===== config.mk =====
export PLATFORM = sky130hd
export DESIGN_NAME = fixed_point_fft_radix2_unit
export DESIGN_NICKNAME = d
export VERILOG_FILES = /design/src/design/fft_pkg.sv /design/src/design/fft_front.sv /design/src/design/fft_core.sv /design/src/design/fixed_point_fft_radix2_unit.sv
export SDC_FILE = /design/constraint.sdc
export NUM_CORES = 2
export LEC_CHECK = 0
export ABC_AREA = 1
export BUFFER_PORTS_ARGS = -buffer_cell sky130_fd_sc_hd__buf_2
export CORE_UTILIZATION = 45
export DETAILED_ROUTE_END_ITERATION = 12
export GPL_TIMING_DRIVEN = 1
export SYNTH_ARGS = -nofsm -noshare
export SYNTH_HDL_FRONTEND = slang
export SYNTH_SLANG_ARGS = --single-unit

===== constraint.sdc =====
create_clock -name clk -period 10.4 [get_ports clk]
set_input_delay 2.08 -clock clk [delete_from_list [all_inputs] [get_ports clk]]
set_output_delay 2.08 -clock clk [all_outputs]
set_load 0.01 [all_outputs]

===== src/design/fft_pkg.sv =====
// ----------------------------------------------------------------------------
// fft_pkg: shared types and constants
// Widths, twiddle table and state encoding for the 64-point radix-2 FFT.
// ----------------------------------------------------------------------------
package fft_pkg;

  localparam int LogPoints = 6;
  localparam int FracBits = 7;
  localparam int Points = 1 << LogPoints;
  localparam int DataW = 16;
  localparam int AddrW = LogPoints;
  localparam int StageW = 3;
  localparam int QueueDepth = 2;

  typedef logic signed [DataW-1:0] sample_t;

  typedef struct packed {
    sample_t re;
    sample_t im;
  } cplx_t;

  typedef struct packed {
    cplx_t             data;
    logic [AddrW-1:0]  addr;
    logic              last;
  } load_t;

  typedef enum logic [1:0] {
    ST_LOAD,
    ST_CALC,
    ST_DRAIN,
    ST_EMIT
  } state_t;

  // cos and -sin in Q7, truncated toward zero
  function automatic logic [2*DataW-1:0] twiddle(input logic [AddrW-2:0] t);
    logic signed [DataW-1:0] c;
    logic signed [DataW-1:0] s;
    begin
      case (t)
        5'd0:  begin c = 16'sd128;  s = 16'sd0;    end
        5'd1:  begin c = 16'sd127;  s = -16'sd12;  end
        5'd2:  begin c = 16'sd125;  s = -16'sd24;  end
        5'd3:  begin c = 16'sd122;  s = -16'sd37;  end
        5'd4:  begin c = 16'sd118;  s = -16'sd48;  end
        5'd5:  begin c = 16'sd112;  s = -16'sd60;  end
        5'd6:  begin c = 16'sd106;  s = -16'sd71;  end
        5'd7:  begin c = 16'sd98;   s = -16'sd81;  end
        5'd8:  begin c = 16'sd90;   s = -16'sd90;  end
        5'd9:  begin c = 16'sd81;   s = -16'sd98;  end
        5'd10: begin c = 16'sd71;   s = -16'sd106; end
        5'd11: begin c = 16'sd60;   s = -16'sd112; end
        5'd12: begin c = 16'sd48;   s = -16'sd118; end
        5'd13: begin c = 16'sd37;   s = -16'sd122; end
        5'd14: begin c = 16'sd24;   s = -16'sd125; end
        5'd15: begin c = 16'sd12;   s = -16'sd127; end
        5'd16: begin c = 16'sd0;    s = -16'sd128; end
        5'd17: begin c = -16'sd12;  s = -16'sd127; end
        5'd18: begin c = -16'sd24;  s = -16'sd125; end
        5'd19: begin c = -16'sd37;  s = -16'sd122; end
        5'd20: begin c = -16'sd48;  s = -16'sd118; end
        5'd21: begin c = -16'sd60;  s = -16'sd112; end
        5'd22: begin c = -16'sd71;  s = -16'sd106; end
        5'd23: begin c = -16'sd81;  s = -16'sd98;  end
        5'd24: begin c = -16'sd90;  s = -16'sd90;  end
        5'd25: begin c = -16'sd98;  s = -16'sd81;  end
        5'd26: begin c = -16'sd106; s = -16'sd71;  end
        5'd27: begin c = -16'sd112; s = -16'sd60;  end
        5'd28: begin c = -16'sd118; s = -16'sd48;  end
        5'd29: begin c = -16'sd122; s = -16'sd37;  end
        5'd30: begin c = -16'sd125; s = -16'sd24;  end
        default: begin c = -16'sd127; s = -16'sd12; end
      endcase
      twiddle = {c, s};
    end
  endfunction

  function automatic logic [AddrW-1:0] bit_rev(input logic [AddrW-1:0] v);
    logic [AddrW-1:0] r;
    begin
      for (int b = 0; b < AddrW; b++) begin
        r[b] = v[AddrW-1-b];
      end
      bit_rev = r;
    end
  endfunction

endpackage


===== src/design/fft_front.sv =====
// ----------------------------------------------------------------------------
// fft_front: sample intake
// Counts samples, tags each with its bit-reversed address and the frame end,
// and pushes it into a short queue toward the core.
// ----------------------------------------------------------------------------
module fft_front (
  input  logic            clk,
  input  logic            rst_n,
  input  logic            in_tvalid,
  output logic            in_tready,
  input  logic [31:0]     in_tdata,
  output logic            q_valid,
  input  logic            q_ready,
  output fft_pkg::load_t  q_item
);

  fft_pkg::load_t                  mem_r [fft_pkg::QueueDepth];
  logic                            wr_ptr_r, wr_ptr_nxt;
  logic                            rd_ptr_r, rd_ptr_nxt;
  logic [1:0]                      count_r, count_nxt;
  logic [fft_pkg::AddrW-1:0]       load_cnt_r, load_cnt_nxt;
  logic                            push;
  logic                            pop;
  fft_pkg::load_t                  new_item;

  assign in_tready = (count_r != 2'(fft_pkg::QueueDepth));
  assign push = in_tvalid && in_tready;
  assign q_valid = (count_r != 2'd0);
  assign pop = q_valid && q_ready;
  assign q_item = mem_r[rd_ptr_r];

  always_comb begin
    new_item.data.re = in_tdata[15:0];
    new_item.data.im = in_tdata[31:16];
    new_item.addr = fft_pkg::bit_rev(load_cnt_r);
    new_item.last = &load_cnt_r;
    load_cnt_nxt = push ? load_cnt_r + 1'b1 : load_cnt_r;
    wr_ptr_nxt = push ? ~wr_ptr_r : wr_ptr_r;
    rd_ptr_nxt = pop ? ~rd_ptr_r : rd_ptr_r;
    count_nxt = count_r + 2'(push) - 2'(pop);
  end

  always_ff @(posedge clk) begin
    if (!rst_n) begin
      wr_ptr_r <= 1'b0;
      rd_ptr_r <= 1'b0;
      count_r <= 2'd0;
      load_cnt_r <= '0;
    end else begin
      wr_ptr_r <= wr_ptr_nxt;
      rd_ptr_r <= rd_ptr_nxt;
      count_r <= count_nxt;
      load_cnt_r <= load_cnt_nxt;
    end
  end

  always_ff @(posedge clk) begin
    if (push) begin
      mem_r[wr_ptr_r] <= new_item;
    end
  end

`ifndef SYNTHESIS
  a_no_overfill: assert property (@(posedge clk) disable iff (!rst_n)
    count_r <= 2'(fft_pkg::QueueDepth)) else $error("queue overfilled");
  a_count_track: assert property (@(posedge clk) disable iff (!rst_n)
    (push && !pop) |=> count_r == $past(count_r) + 2'd1)
    else $error("queue count wrong");
  a_last_tag: assert property (@(posedge clk) disable iff (!rst_n)
    push && new_item.last |=> load_cnt_r == '0) else $error("frame count wrong");
`endif

endmodule


===== src/design/fft_core.sv =====
// ----------------------------------------------------------------------------
// fft_core: in-place butterfly engine
// Stores a frame, runs six stages of butterflies, one at a time, using
// a single-port working memory, then emits bins in natural order.
// ----------------------------------------------------------------------------
module fft_core (
  input  logic            clk,
  input  logic            rst_n,
  input  logic            q_valid,
  output logic            q_ready,
  input  fft_pkg::load_t  q_item,
  output logic            out_tvalid,
  input  logic            out_tready,
  output logic [39:0]     out_tdata,
  output logic            out_tlast
);

  localparam int AW = fft_pkg::AddrW;

  fft_pkg::cplx_t               ram_r [fft_pkg::Points];
  fft_pkg::cplx_t               rd_r;
  fft_pkg::state_t              state_r, state_nxt;
  logic [fft_pkg::StageW-1:0]   stage_r, stage_nxt;
  logic [AW-2:0]                bfly_r, bfly_nxt;
  logic [1:0]                   phase_r, phase_nxt;
  logic [AW:0]                  emit_cnt_r, emit_cnt_nxt;
  logic                         rd_vld_r;
  logic                         ovalid_r;
  logic [AW-1:0]                oidx_r;
  logic                         olast_r;
  fft_pkg::cplx_t               odata_r;
  fft_pkg::cplx_t               a_r;
  logic signed [31:0]           rc_r, rs_r, ic_r, is_r;
  fft_pkg::cplx_t               top, bot;
  fft_pkg::cplx_t               pa;
  logic [AW-1:0]                i1, i2;
  logic [AW-2:0]                tf;
  logic [AW-2:0]                span_mask;
  logic signed [15:0]           tw_c, tw_s;
  logic                         mem_we;
  logic                         mem_re;
  logic [AW-1:0]                mem_addr;
  fft_pkg::cplx_t               mem_wd;
  logic                         emit_rd;
  logic                         out_free;
  logic signed [15:0]           rc, rs, ic, is;

  always_comb begin
    span_mask = (AW-1)'((1 << stage_r) - 1);
    i1 = ({1'b0, bfly_r & ~span_mask} << 1) | {1'b0, bfly_r & span_mask};
    i2 = i1 | AW'(1 << stage_r);
    tf = (AW-1)'((bfly_r & span_mask) << (AW - 1 - int'(stage_r)));
    {tw_c, tw_s} = fft_pkg::twiddle(tf);
    rc = 16'(rc_r >>> fft_pkg::FracBits);
    rs = 16'(rs_r >>> fft_pkg::FracBits);
    ic = 16'(ic_r >>> fft_pkg::FracBits);
    is = 16'(is_r >>> fft_pkg::FracBits);
  end

  assign out_free = !ovalid_r || out_tready;
  assign q_ready = (state_r == fft_pkg::ST_LOAD);

  always_comb begin
    state_nxt = state_r;
    case (state_r)
      fft_pkg::ST_LOAD: begin
        if (q_valid && q_item.last) begin
          state_nxt = fft_pkg::ST_CALC;
        end
      end
      fft_pkg::ST_CALC: begin
        if (phase_r == 2'd3 && &bfly_r && stage_r == 3'(AW - 1)) begin
          state_nxt = fft_pkg::ST_DRAIN;
        end
      end
      fft_pkg::ST_DRAIN: begin
        state_nxt = fft_pkg::ST_EMIT;
      end
      fft_pkg::ST_EMIT: begin
        if (emit_cnt_r == (AW+1)'(fft_pkg::Points) && !rd_vld_r) begin
          state_nxt = fft_pkg::ST_LOAD;
        end
      end
      default: state_nxt = fft_pkg::ST_LOAD;
    endcase
  end

  // phases: 0 read b, 1 read a, 2 write bottom, 3 write top
  always_comb begin
    stage_nxt = stage_r;
    bfly_nxt = bfly_r;
    phase_nxt = phase_r;
    emit_cnt_nxt = emit_cnt_r;
    mem_we = 1'b0;
    mem_re = 1'b0;
    mem_addr = q_item.addr;
    mem_wd = q_item.data;
    emit_rd = 1'b0;
    case (state_r)
      fft_pkg::ST_LOAD: begin
        mem_we = q_valid;
        stage_nxt = '0;
        bfly_nxt = '0;
        phase_nxt = 2'd0;
        emit_cnt_nxt = '0;
      end
      fft_pkg::ST_CALC: begin
        phase_nxt = phase_r + 2'd1;
        case (phase_r)
          2'd0: begin
            mem_re = 1'b1;
            mem_addr = i2;
          end
          2'd1: begin
            mem_re = 1'b1;
            mem_addr = i1;
          end
          2'd2: begin
            mem_we = 1'b1;
            mem_addr = i2;
            mem_wd = bot;
          end
          default: begin
            mem_we = 1'b1;
            mem_addr = i1;
            mem_wd = top;
            bfly_nxt = bfly_r + 1'b1;
            if (&bfly_r) begin
              stage_nxt = stage_r + 3'd1;
            end
          end
        endcase
      end
      fft_pkg::ST_EMIT: begin
        mem_addr = emit_cnt_r[AW-1:0];
        if (emit_cnt_r != (AW+1)'(fft_pkg::Points) && out_free && !rd_vld_r) begin
          emit_rd = 1'b1;
          mem_re = 1'b1;
          emit_cnt_nxt = emit_cnt_r + 1'b1;
        end
      end
      default: begin
      end
    endcase
  end

  always_ff @(posedge clk) begin
    if (mem_we) begin
      ram_r[mem_addr] <= mem_wd;
    end
    if (mem_re) begin
      rd_r <= ram_r[mem_addr];
    end
  end

  // b is on rd_r in phase 1 and feeds the products, a is on rd_r in phase 2
  always_ff @(posedge clk) begin
    if (state_r == fft_pkg::ST_CALC && phase_r == 2'd1) begin
      rc_r <= tw_c * rd_r.re;
      rs_r <= tw_s * rd_r.re;
      ic_r <= tw_c * rd_r.im;
      is_r <= tw_s * rd_r.im;
    end
    if (state_r == fft_pkg::ST_CALC && phase_r == 2'd2) begin
      a_r <= rd_r;
    end
  end

  always_comb begin
    pa = (phase_r == 2'd2) ? rd_r : a_r;
    bot.re = 16'(pa.re - rc + is);
    bot.im = 16'(pa.im - rs - ic);
    top.re = 16'(pa.re + rc - is);
    top.im = 16'(pa.im + rs + ic);
  end

  always_ff @(posedge clk) begin
    if (!rst_n) begin
      state_r <= fft_pkg::ST_LOAD;
      stage_r <= '0;
      bfly_r <= '0;
      phase_r <= 2'd0;
      emit_cnt_r <= '0;
      rd_vld_r <= 1'b0;
      ovalid_r <= 1'b0;
    end else begin
      state_r <= state_nxt;
      stage_r <= stage_nxt;
      bfly_r <= bfly_nxt;
      phase_r <= phase_nxt;
      emit_cnt_r <= emit_cnt_nxt;
      rd_vld_r <= emit_rd;
      if (rd_vld_r) begin
        ovalid_r <= 1'b1;
      end else if (out_tready) begin
        ovalid_r <= 1'b0;
      end
    end
  end

  always_ff @(posedge clk) begin
    if (emit_rd) begin
      oidx_r <= emit_cnt_r[AW-1:0];
      olast_r <= &emit_cnt_r[AW-1:0];
    end
    if (rd_vld_r) begin
      odata_r <= rd_r;
    end
  end

  logic [AW-1:0] oidx_q;
  logic          olast_q;
  always_ff @(posedge clk) begin
    if (rd_vld_r) begin
      oidx_q <= oidx_r;
      olast_q <= olast_r;
    end
  end

  assign out_tvalid = ovalid_r;
  assign out_tdata = {2'b00, oidx_q, odata_r.im, odata_r.re};
  assign out_tlast = olast_q;

`ifndef SYNTHESIS
  a_no_load_busy: assert property (@(posedge clk) disable iff (!rst_n)
    state_r != fft_pkg::ST_LOAD |-> !q_ready) else $error("intake while busy");
  a_hold_out: assert property (@(posedge clk) disable iff (!rst_n)
    out_tvalid && !out_tready |=> out_tvalid && $stable(out_tdata))
    else $error("output dropped");
  a_single_fetch: assert property (@(posedge clk) disable iff (!rst_n)
    rd_vld_r |-> out_free) else $error("fetch without room");
  a_emit_only: assert property (@(posedge clk) disable iff (!rst_n)
    emit_rd |-> state_r == fft_pkg::ST_EMIT) else $error("stray fetch");
`endif

endmodule


===== src/design/fixed_point_fft_radix2_unit.sv =====
// ----------------------------------------------------------------------------
// fixed_point_fft_radix2_unit: 64-point radix-2 DIT FFT, Q7 complex
// Front intake queue feeding an in-place butterfly engine.
// ----------------------------------------------------------------------------
// usage:
//   in_* takes one complex sample per item, re in bits 15:0, im in 31:16
//   out_* gives 64 bins per frame in natural order, tlast on bin 63
//   a frame: 64 load items, one per cycle while in_tvalid is high, then
//   six stages of 32 butterflies, each reading b and a, then writing bottom
//   and top (one single-port memory access per cycle), then 64 bins, each
//   read waiting for the previous bin to be registered and for output room
//   the two-item front queue takes up to two samples while the core is busy
//   first bin: last butterfly, drain state, first emit read, output register
//   reset clears counters and queue; the working memory needs no clearing
//   out_tready low holds the current bin and pauses the memory reads
// ----------------------------------------------------------------------------
module fixed_point_fft_radix2_unit (
  input  logic        clk,
  input  logic        rst_n,
  input  logic        in_tvalid,
  output logic        in_tready,
  input  logic [31:0] in_tdata,   // sample_real, sample_imag
  output logic        out_tvalid,
  input  logic        out_tready,
  output logic [39:0] out_tdata,  // bin_real, bin_imag, bin_index, zero pad
  output logic        out_tlast   // frame_end
);

  logic           q_valid;
  logic           q_ready;
  fft_pkg::load_t q_item;

  fft_front u_front (
    .clk       (clk),
    .rst_n     (rst_n),
    .in_tvalid (in_tvalid),
    .in_tready (in_tready),
    .in_tdata  (in_tdata),
    .q_valid   (q_valid),
    .q_ready   (q_ready),
    .q_item    (q_item)
  );

  fft_core u_core (
    .clk        (clk),
    .rst_n      (rst_n),
    .q_valid    (q_valid),
    .q_ready    (q_ready),
    .q_item     (q_item),
    .out_tvalid (out_tvalid),
    .out_tready (out_tready),
    .out_tdata  (out_tdata),
    .out_tlast  (out_tlast)
  );

endmodule

## Word-level counts from Yosys, hierarchy flattened

Memory sizes are Yosys's and may differ from the RTL's. A register that Yosys moved wholly into a read port is not among the register bits.
Cells that the tools add are included.

| word-level totals | value |
|---|---|
| register bits | 201 |
| bits in writable memories | 2126 |
| bits in read-only memories | 1024 |
| output and inout bits | 43 |
| input bits | 36 |
| memories kept | 3 |
| word-level logic and storage cells | 132 |

Memories:

| name | depth | bits a word | rd ports | clocked after memory_dff | write ports | RTL line | text |
|---|---|---|---|---|---|---|---|
| u_core.ram_r | 64 | 32 | 1 | 1 | 1 | fft_core.sv:20 | `fft_pkg::cplx_t ram_r [fft_pkg::Points];` |
| (no name shown) | 32 | 32 | 1 | 0 | 0 | fft_pkg.sv:40 | `case (t)` |
| u_front.mem_r | 2 | 39 | 1 | 1 | 1 | fft_front.sv:17 | `fft_pkg::load_t mem_r [fft_pkg::QueueDepth];` |

| operators by class | value |
|---|---|
| muxes and demuxes | 31 |
| reductions and logical operators | 29 |
| eq/ne operators | 16 |
| $add $sub $neg | 17 |
| multiply operators | 4 |
| shift-type cells | 2 |
| bitwise gates (word level) | 7 |

Operators by type and width:

| kind | count |
|---|---|
| $mul A16 B16 Y23 | 4 |
| $add A16 B16 Y16 | 4 |
| $mux W32 | 2 |
| $pmux W32 S2 | 1 |
| $sub A16 B16 Y16 | 4 |
| $shl A5 B32 Y5 | 1 |
| $pmux W7 S2 | 1 |
| $mux W1 | 12 |
| $pmux W6 S2 | 1 |
| $reduce_and A6 Y1 | 2 |
| $and A5 B5 Y5 | 2 |
| $logic_and A1 B1 Y1 | 10 |
| $ne A2 B1 Y1 const B | 5 |
| $pmux W5 S2 | 1 |
| $eq A2 B2 Y1 const B | 4 |
| $pmux W2 S4 | 1 |
| $reduce_bool A2 Y1 | 4 |
| $add A7 B1 Y7 const B | 1 |
| $eq A7 B7 Y1 const B | 1 |
| $mux W7 | 1 |
| $ne A7 B7 Y1 const B | 1 |
| $add A6 B1 Y6 const B | 1 |
| $mux W2 | 3 |
| $mux W3 | 2 |
| other kinds (28) | 37 |

## Longest topological paths before layout

| logic depth | value |
|---|---|
| word-level depth | 8 |
| gate-level depth with buffers | 41 |
| depth with buffers taken out | 40 |

## Hierarchy

Synthesis repeated with hierarchy kept, for this count alone.

| unflattened totals | value |
|---|---|
| cell total of the unflattened synthesis | 11536 |
| area, all modules | 123861.3 µm² |

By module, submodules not included:

| module | seq. area each (µm²) | area an instance (µm²) | cells each | times used |
|---|---|---|---|---|
| fft_core | 67144.4 | 120526.8 | 11345 | 1 |
| fft_front | 2562.5 | 3334.4 | 191 | 1 |

## Least setup slack after synthesis

OpenSTA, ideal clock, no wires.

| timing | value |
|---|---|
| kind | reg-to-reg |
| start | register u_core.phase_r[0] |
| end | memory u_core.ram_r[0][27] (netlist bit), data pin |
| stages on the path, launching flop included | 19 |
| path slack | 2092 ps |
| clock period less this slack | 8308 ps |
| setup time | 1009 ps |
| arrival | 7299 ps |
| data required time | 9391 ps |
| buffers on the path | 3 |
| path through | dfxtp_1 -> inv_1 -> ha_1 -> clkbuf_1 -> clkinv_1 -> clkbuf_1 -> clkbuf_1 -> nand2_1 -> o21ai_0 -> fa_1 -> ha_1 -> a21oi_1 -> and2_1 -> inv_1 -> nand3_1 -> o2111ai_1 -> nand2_1 -> inv_1 -> o311ai_0 |

RTL lines:

| element | RTL line | text |
|---|---|---|
| start, declared | fft_core.sv:25 | `logic [1:0] phase_r, phase_nxt;` |
| start signal, assigned | fft_core.sv:190 | `phase_r <= phase_nxt;` |
| end, declared | fft_core.sv:20 |  |

## Worst setup path in the final report

| timing | value |
|---|---|
| start | register u_core.stage_r[1] (netlist bit) |
| end | register u_core.ic_r[20], data pin |

| on the way | value |
|---|---|
| word-level cells in the longest chain between the ends | 6 |
| elaborated cells between the ends (all ways) | 7 |
| those cells by class | add/sub (2); mul (1); shift (2); bitwise (1); memory (1) |

Ends and longest elaborated chain:

| element | RTL line | text |
|---|---|---|
| start, declared | fft_core.sv:23 | `logic [fft_pkg::StageW-1:0] stage_r, stage_nxt;` |
| start signal, assigned | fft_core.sv:188 | `stage_r <= stage_nxt;` |
| $shl A1 B3 Y6 | -- |  |
| $sub A5 B2 Y5 | fft_core.sv:49 | `span_mask = (AW-1)'((1 << stage_r) - 1);` |
| $and A5 B5 Y5 | fft_core.sv:52 | `tf = (AW-1)'((bfly_r & span_mask) << (AW - 1 - int'(stage_r)));` |
| $shl A5 B32 Y5 (*) | fft_core.sv:52 |  |
| $mem_v2 Z32 W32 (*) | -- |  |
| $mul A16 B16 Y23 (*) | fft_core.sv:161 | `ic_r <= tw_c * rd_r.im;` |
| end signal, assigned | fft_core.sv:161 |  |
| end, declared | fft_core.sv:33 | `logic signed [31:0] rc_r, rs_r, ic_r, is_r;` |

Every way passes the cells marked *; elsewhere a longest branch is shown, timed or not.
A chain may end at the register's enable or synchronous reset.

==> flow_metrics.env <==
export IMPL_status="finished clean"
export IMPL_yosys_top_cells_count="edfxtp_1, nand2_1, inv_1"
export IMPL_synth_top_area_frac=0.600
export IMPL_wire_per_inst_um=26.9
export IMPL_worstHoldStart="u_core.oidx_r[4]"
export IMPL_hold_path_class="reg2reg"
export IMPL_setup_tns_ns=0
export IMPL_r2r_slack_ns=1.17
export IMPL_insertion_delay_ns=0.93
export IMPL_critPathArrivalTime_ns=9.82
export IMPL_dp_cells=12649
export IMPL_slowest_delay_ns=1.05
export IMPL_reg2reg_depth=34
export IMPL_core_area_mm2=0.254
export IMPL_ys_ff_latch=2332
export IMPL_crit_path_end_kind="flop"
export IMPL_ant_nets=0
export IMPL_cts_clk_slew_worst_paths_ns=0.06
export IMPL_stdcell_count=13107
export IMPL_syn_area_mm2=0.115
export IMPL_min_path_cells=0
export IMPL_syn_inst=9364
export IMPL_cts_resized=0
export IMPL_vias=74127
export IMPL_hpwl_um=219000
export IMPL_cts_inserted_buffers=237
export IMPL_path_max_fanout=17
export IMPL_grt_overflow=0
export IMPL_gp_congestion=0.931
export IMPL_start_util=0.453
export IMPL_num_nets_final=10547
export IMPL_hold_end="u_core.oidx_q[4]"
export IMPL_yosys_area_top_type="edfxtp_1"
export IMPL_io_pins=79
export IMPL_vias_per_cell=5.66
export IMPL_hold_viol_final=0
export IMPL_holdWs_ns=0.426
export IMPL_fmaxAchievable_mhz=108
export IMPL_die_x_um=508
export IMPL_timing_rr_end="u_core.ic_r[20]"
export IMPL_cpMostUsedCell="inv_1"
export IMPL_synthMostInstantiatedCell="edfxtp_1"
export IMPL_ctsHoldBuffers=0
export IMPL_cts_sinks=2332
export IMPL_critical_path_slowest_cell="nor2_2"
export IMPL_synth_flop_cell="edfxtp_1"
export IMPL_synth_seq_area_share=0.605
export IMPL_h_tree_depth=4
export IMPL_setup_viol=0
export IMPL_path_class="reg2reg"
export IMPL_grt_pass1_wl_um=511000
export IMPL_rows=185
export IMPL_start_kind="flop"
export IMPL_synth_area_leaders="edfxtp_1, fa_1, nand2_1"
export IMPL_grt_max_degree=115
export IMPL_min_period_ns=9.23
export IMPL_fin_crit_sh=0.887
export IMPL_postSynthAreaPerCell_um2=12.3
export IMPL_required_ns=10.99
export IMPL_drive_above_1_share=0.0839
export IMPL_fin_worst_skew_ns=0.121
export IMPL_r2r_start="u_core.stage_r[1]"
export IMPL_dieArea_mm2=0.258
export IMPL_synth_cell_types=69
export IMPL_post_cts_setup_buffers=0
export IMPL_synth_warnings=0
export IMPL_maxSlewViolCount=0
export IMPL_synth_edff_count=2300
export IMPL_dr_pass1_iters=6
export IMPL_cap_violations=0
export IMPL_tightest_slew_ns=1.26
export IMPL_antenna_found_initial=18
export IMPL_async_flop_share=0
export IMPL_die_h_um=508
export IMPL_cts_root_buffer="clkbuf_16"
export IMPL_routed_wl_um=353000
export IMPL_drc=0
export IMPL_drt_iter0_drc=7623
export IMPL_grt_usage=0.274
export IMPL_syn_to_final_growth_pct=11.5
export IMPL_cts_max_path_buffers=3
export IMPL_rsz0062_at_grt="false"
export IMPL_slew_headroom=0.152
export IMPL_grt_pass1_vias=74539
export IMPL_numPortBuffers=76
export IMPL_tritoncts="done"
==> through the flow <==
step	area [um2]	utilization	worst slack, ns
floorplan	115000	-	2.09
global placement	121000	0.475	1.43
detailed placement	121000	0.475	1.30
CTS	128000	0.505	1.30
global route	128000	0.505	0.637
finish	128000	0.505	1.17
==> cell usage in the layout, fill, tap and decap left out, types with 60 or more instances in the layout <==
| master | count |
|---|---|
| edfxtp_1 | 2300 |
| nand2_1 | 2224 |
| inv_1 | 1059 |
| fa_1 | 645 |
| nor2_1 | 506 |
| ha_1 | 344 |
| nand4_1 | 266 |
| o21ai_0 | 255 |
| a21oi_1 | 246 |
| clkbuf_16 | 237 |
| buf_4 | 181 |
| a22o_1 | 179 |
| nand3_1 | 171 |
| a221oi_1 | 145 |
| buf_2 | 76 |
| nor2_4 | 73 |
| clkinv_1 | 73 |
| xor2_1 | 69 |
| a22oi_1 | 60 |
==> sequential cells by signal, summed over array words and instances (netlist names), 2 cells and up, named ones only <==
register	flops
u_core.rc_r	16
u_core.bfly_r	5
u_core.oidx_q	6
u_core.state_r	2
u_core.a_r	32
u_core.out_tdata	32
u_front.count_r	2
u_core.oidx_r	6
u_core.ic_r	16
u_core.rs_r	16
u_core.is_r	16
u_front.mem_r	78
u_core.emit_cnt_r	7
u_core.phase_r	2
u_core.ram_r	2048
u_front.load_cnt_r	6
u_core.rd_r	32
u_core.stage_r	3
==> critical path: cells and delay by family (launching register included) <==
kind	cells	cell delay (ns)
xor gates and xnor gates	1	0.06
AOI/OAI and AO/OA	1	0.10
buffers and inverters	9	0.91
DFF	1	0.65
and+or+nand+nor	14	3.38
adders and majority gates	9	3.88
==> cell type report <==
type	count	area, um2
Clock inverter	149	1510
Antenna cell	16	40.0
Fill cell	21946	126000
Timing Repair Buffer	269	1980
Inverter	1100	4180
Clock buffer	293	6190
Multi-Input combinational cell	5582	40600
Tap cell	3366	4210
Sequential cell	2332	69700
==> cells by family after synthesis <==
logic type	share of synthesized area
compound gates	0.0631
xor+xnor	0.00859
fa+ha+maj	0.149
buf+inv	0.0501
flops	0.605
mux	0.00130
other cells	0.0000326
simple gates	0.122
==> worst max-delay path by stage <==
stage | endpoint | startpoint | cells after the start | slack, ns
3_3_place_gp | u_core.ic_r[20] | u_core.stage_r[1] | 34 | 1.43
4_1_cts | u_core.ic_r[20] | u_core.stage_r[1] | 34 | 1.30
3_5_place_dp | u_core.ic_r[20] | u_core.stage_r[1] | 34 | 1.30
2_1_floorplan | u_core.ram_r[0][27] | u_core.phase_r[0] | 18 | 2.09
6_report | u_core.ic_r[20] | u_core.stage_r[1] | 34 | 1.17
5_1_grt | u_core.ic_r[20] | u_core.stage_r[1] | 34 | 0.64
==> per-layer routing <==
layer | global-route usage | routed length [um] | part of all wire
met1 | 0.358 | 139000 | 0.39
met2 | 0.459 | 169000 | 0.48
met3 | 0.0377 | 27600 | 0.078
met4 | 0.116 | 16900 | 0.048
met5 | 0 | 0 | 0
Power is left out: the tool's default activity adds up to more than one toggle a clock period on the data nets, which glitch-free logic cannot reach.
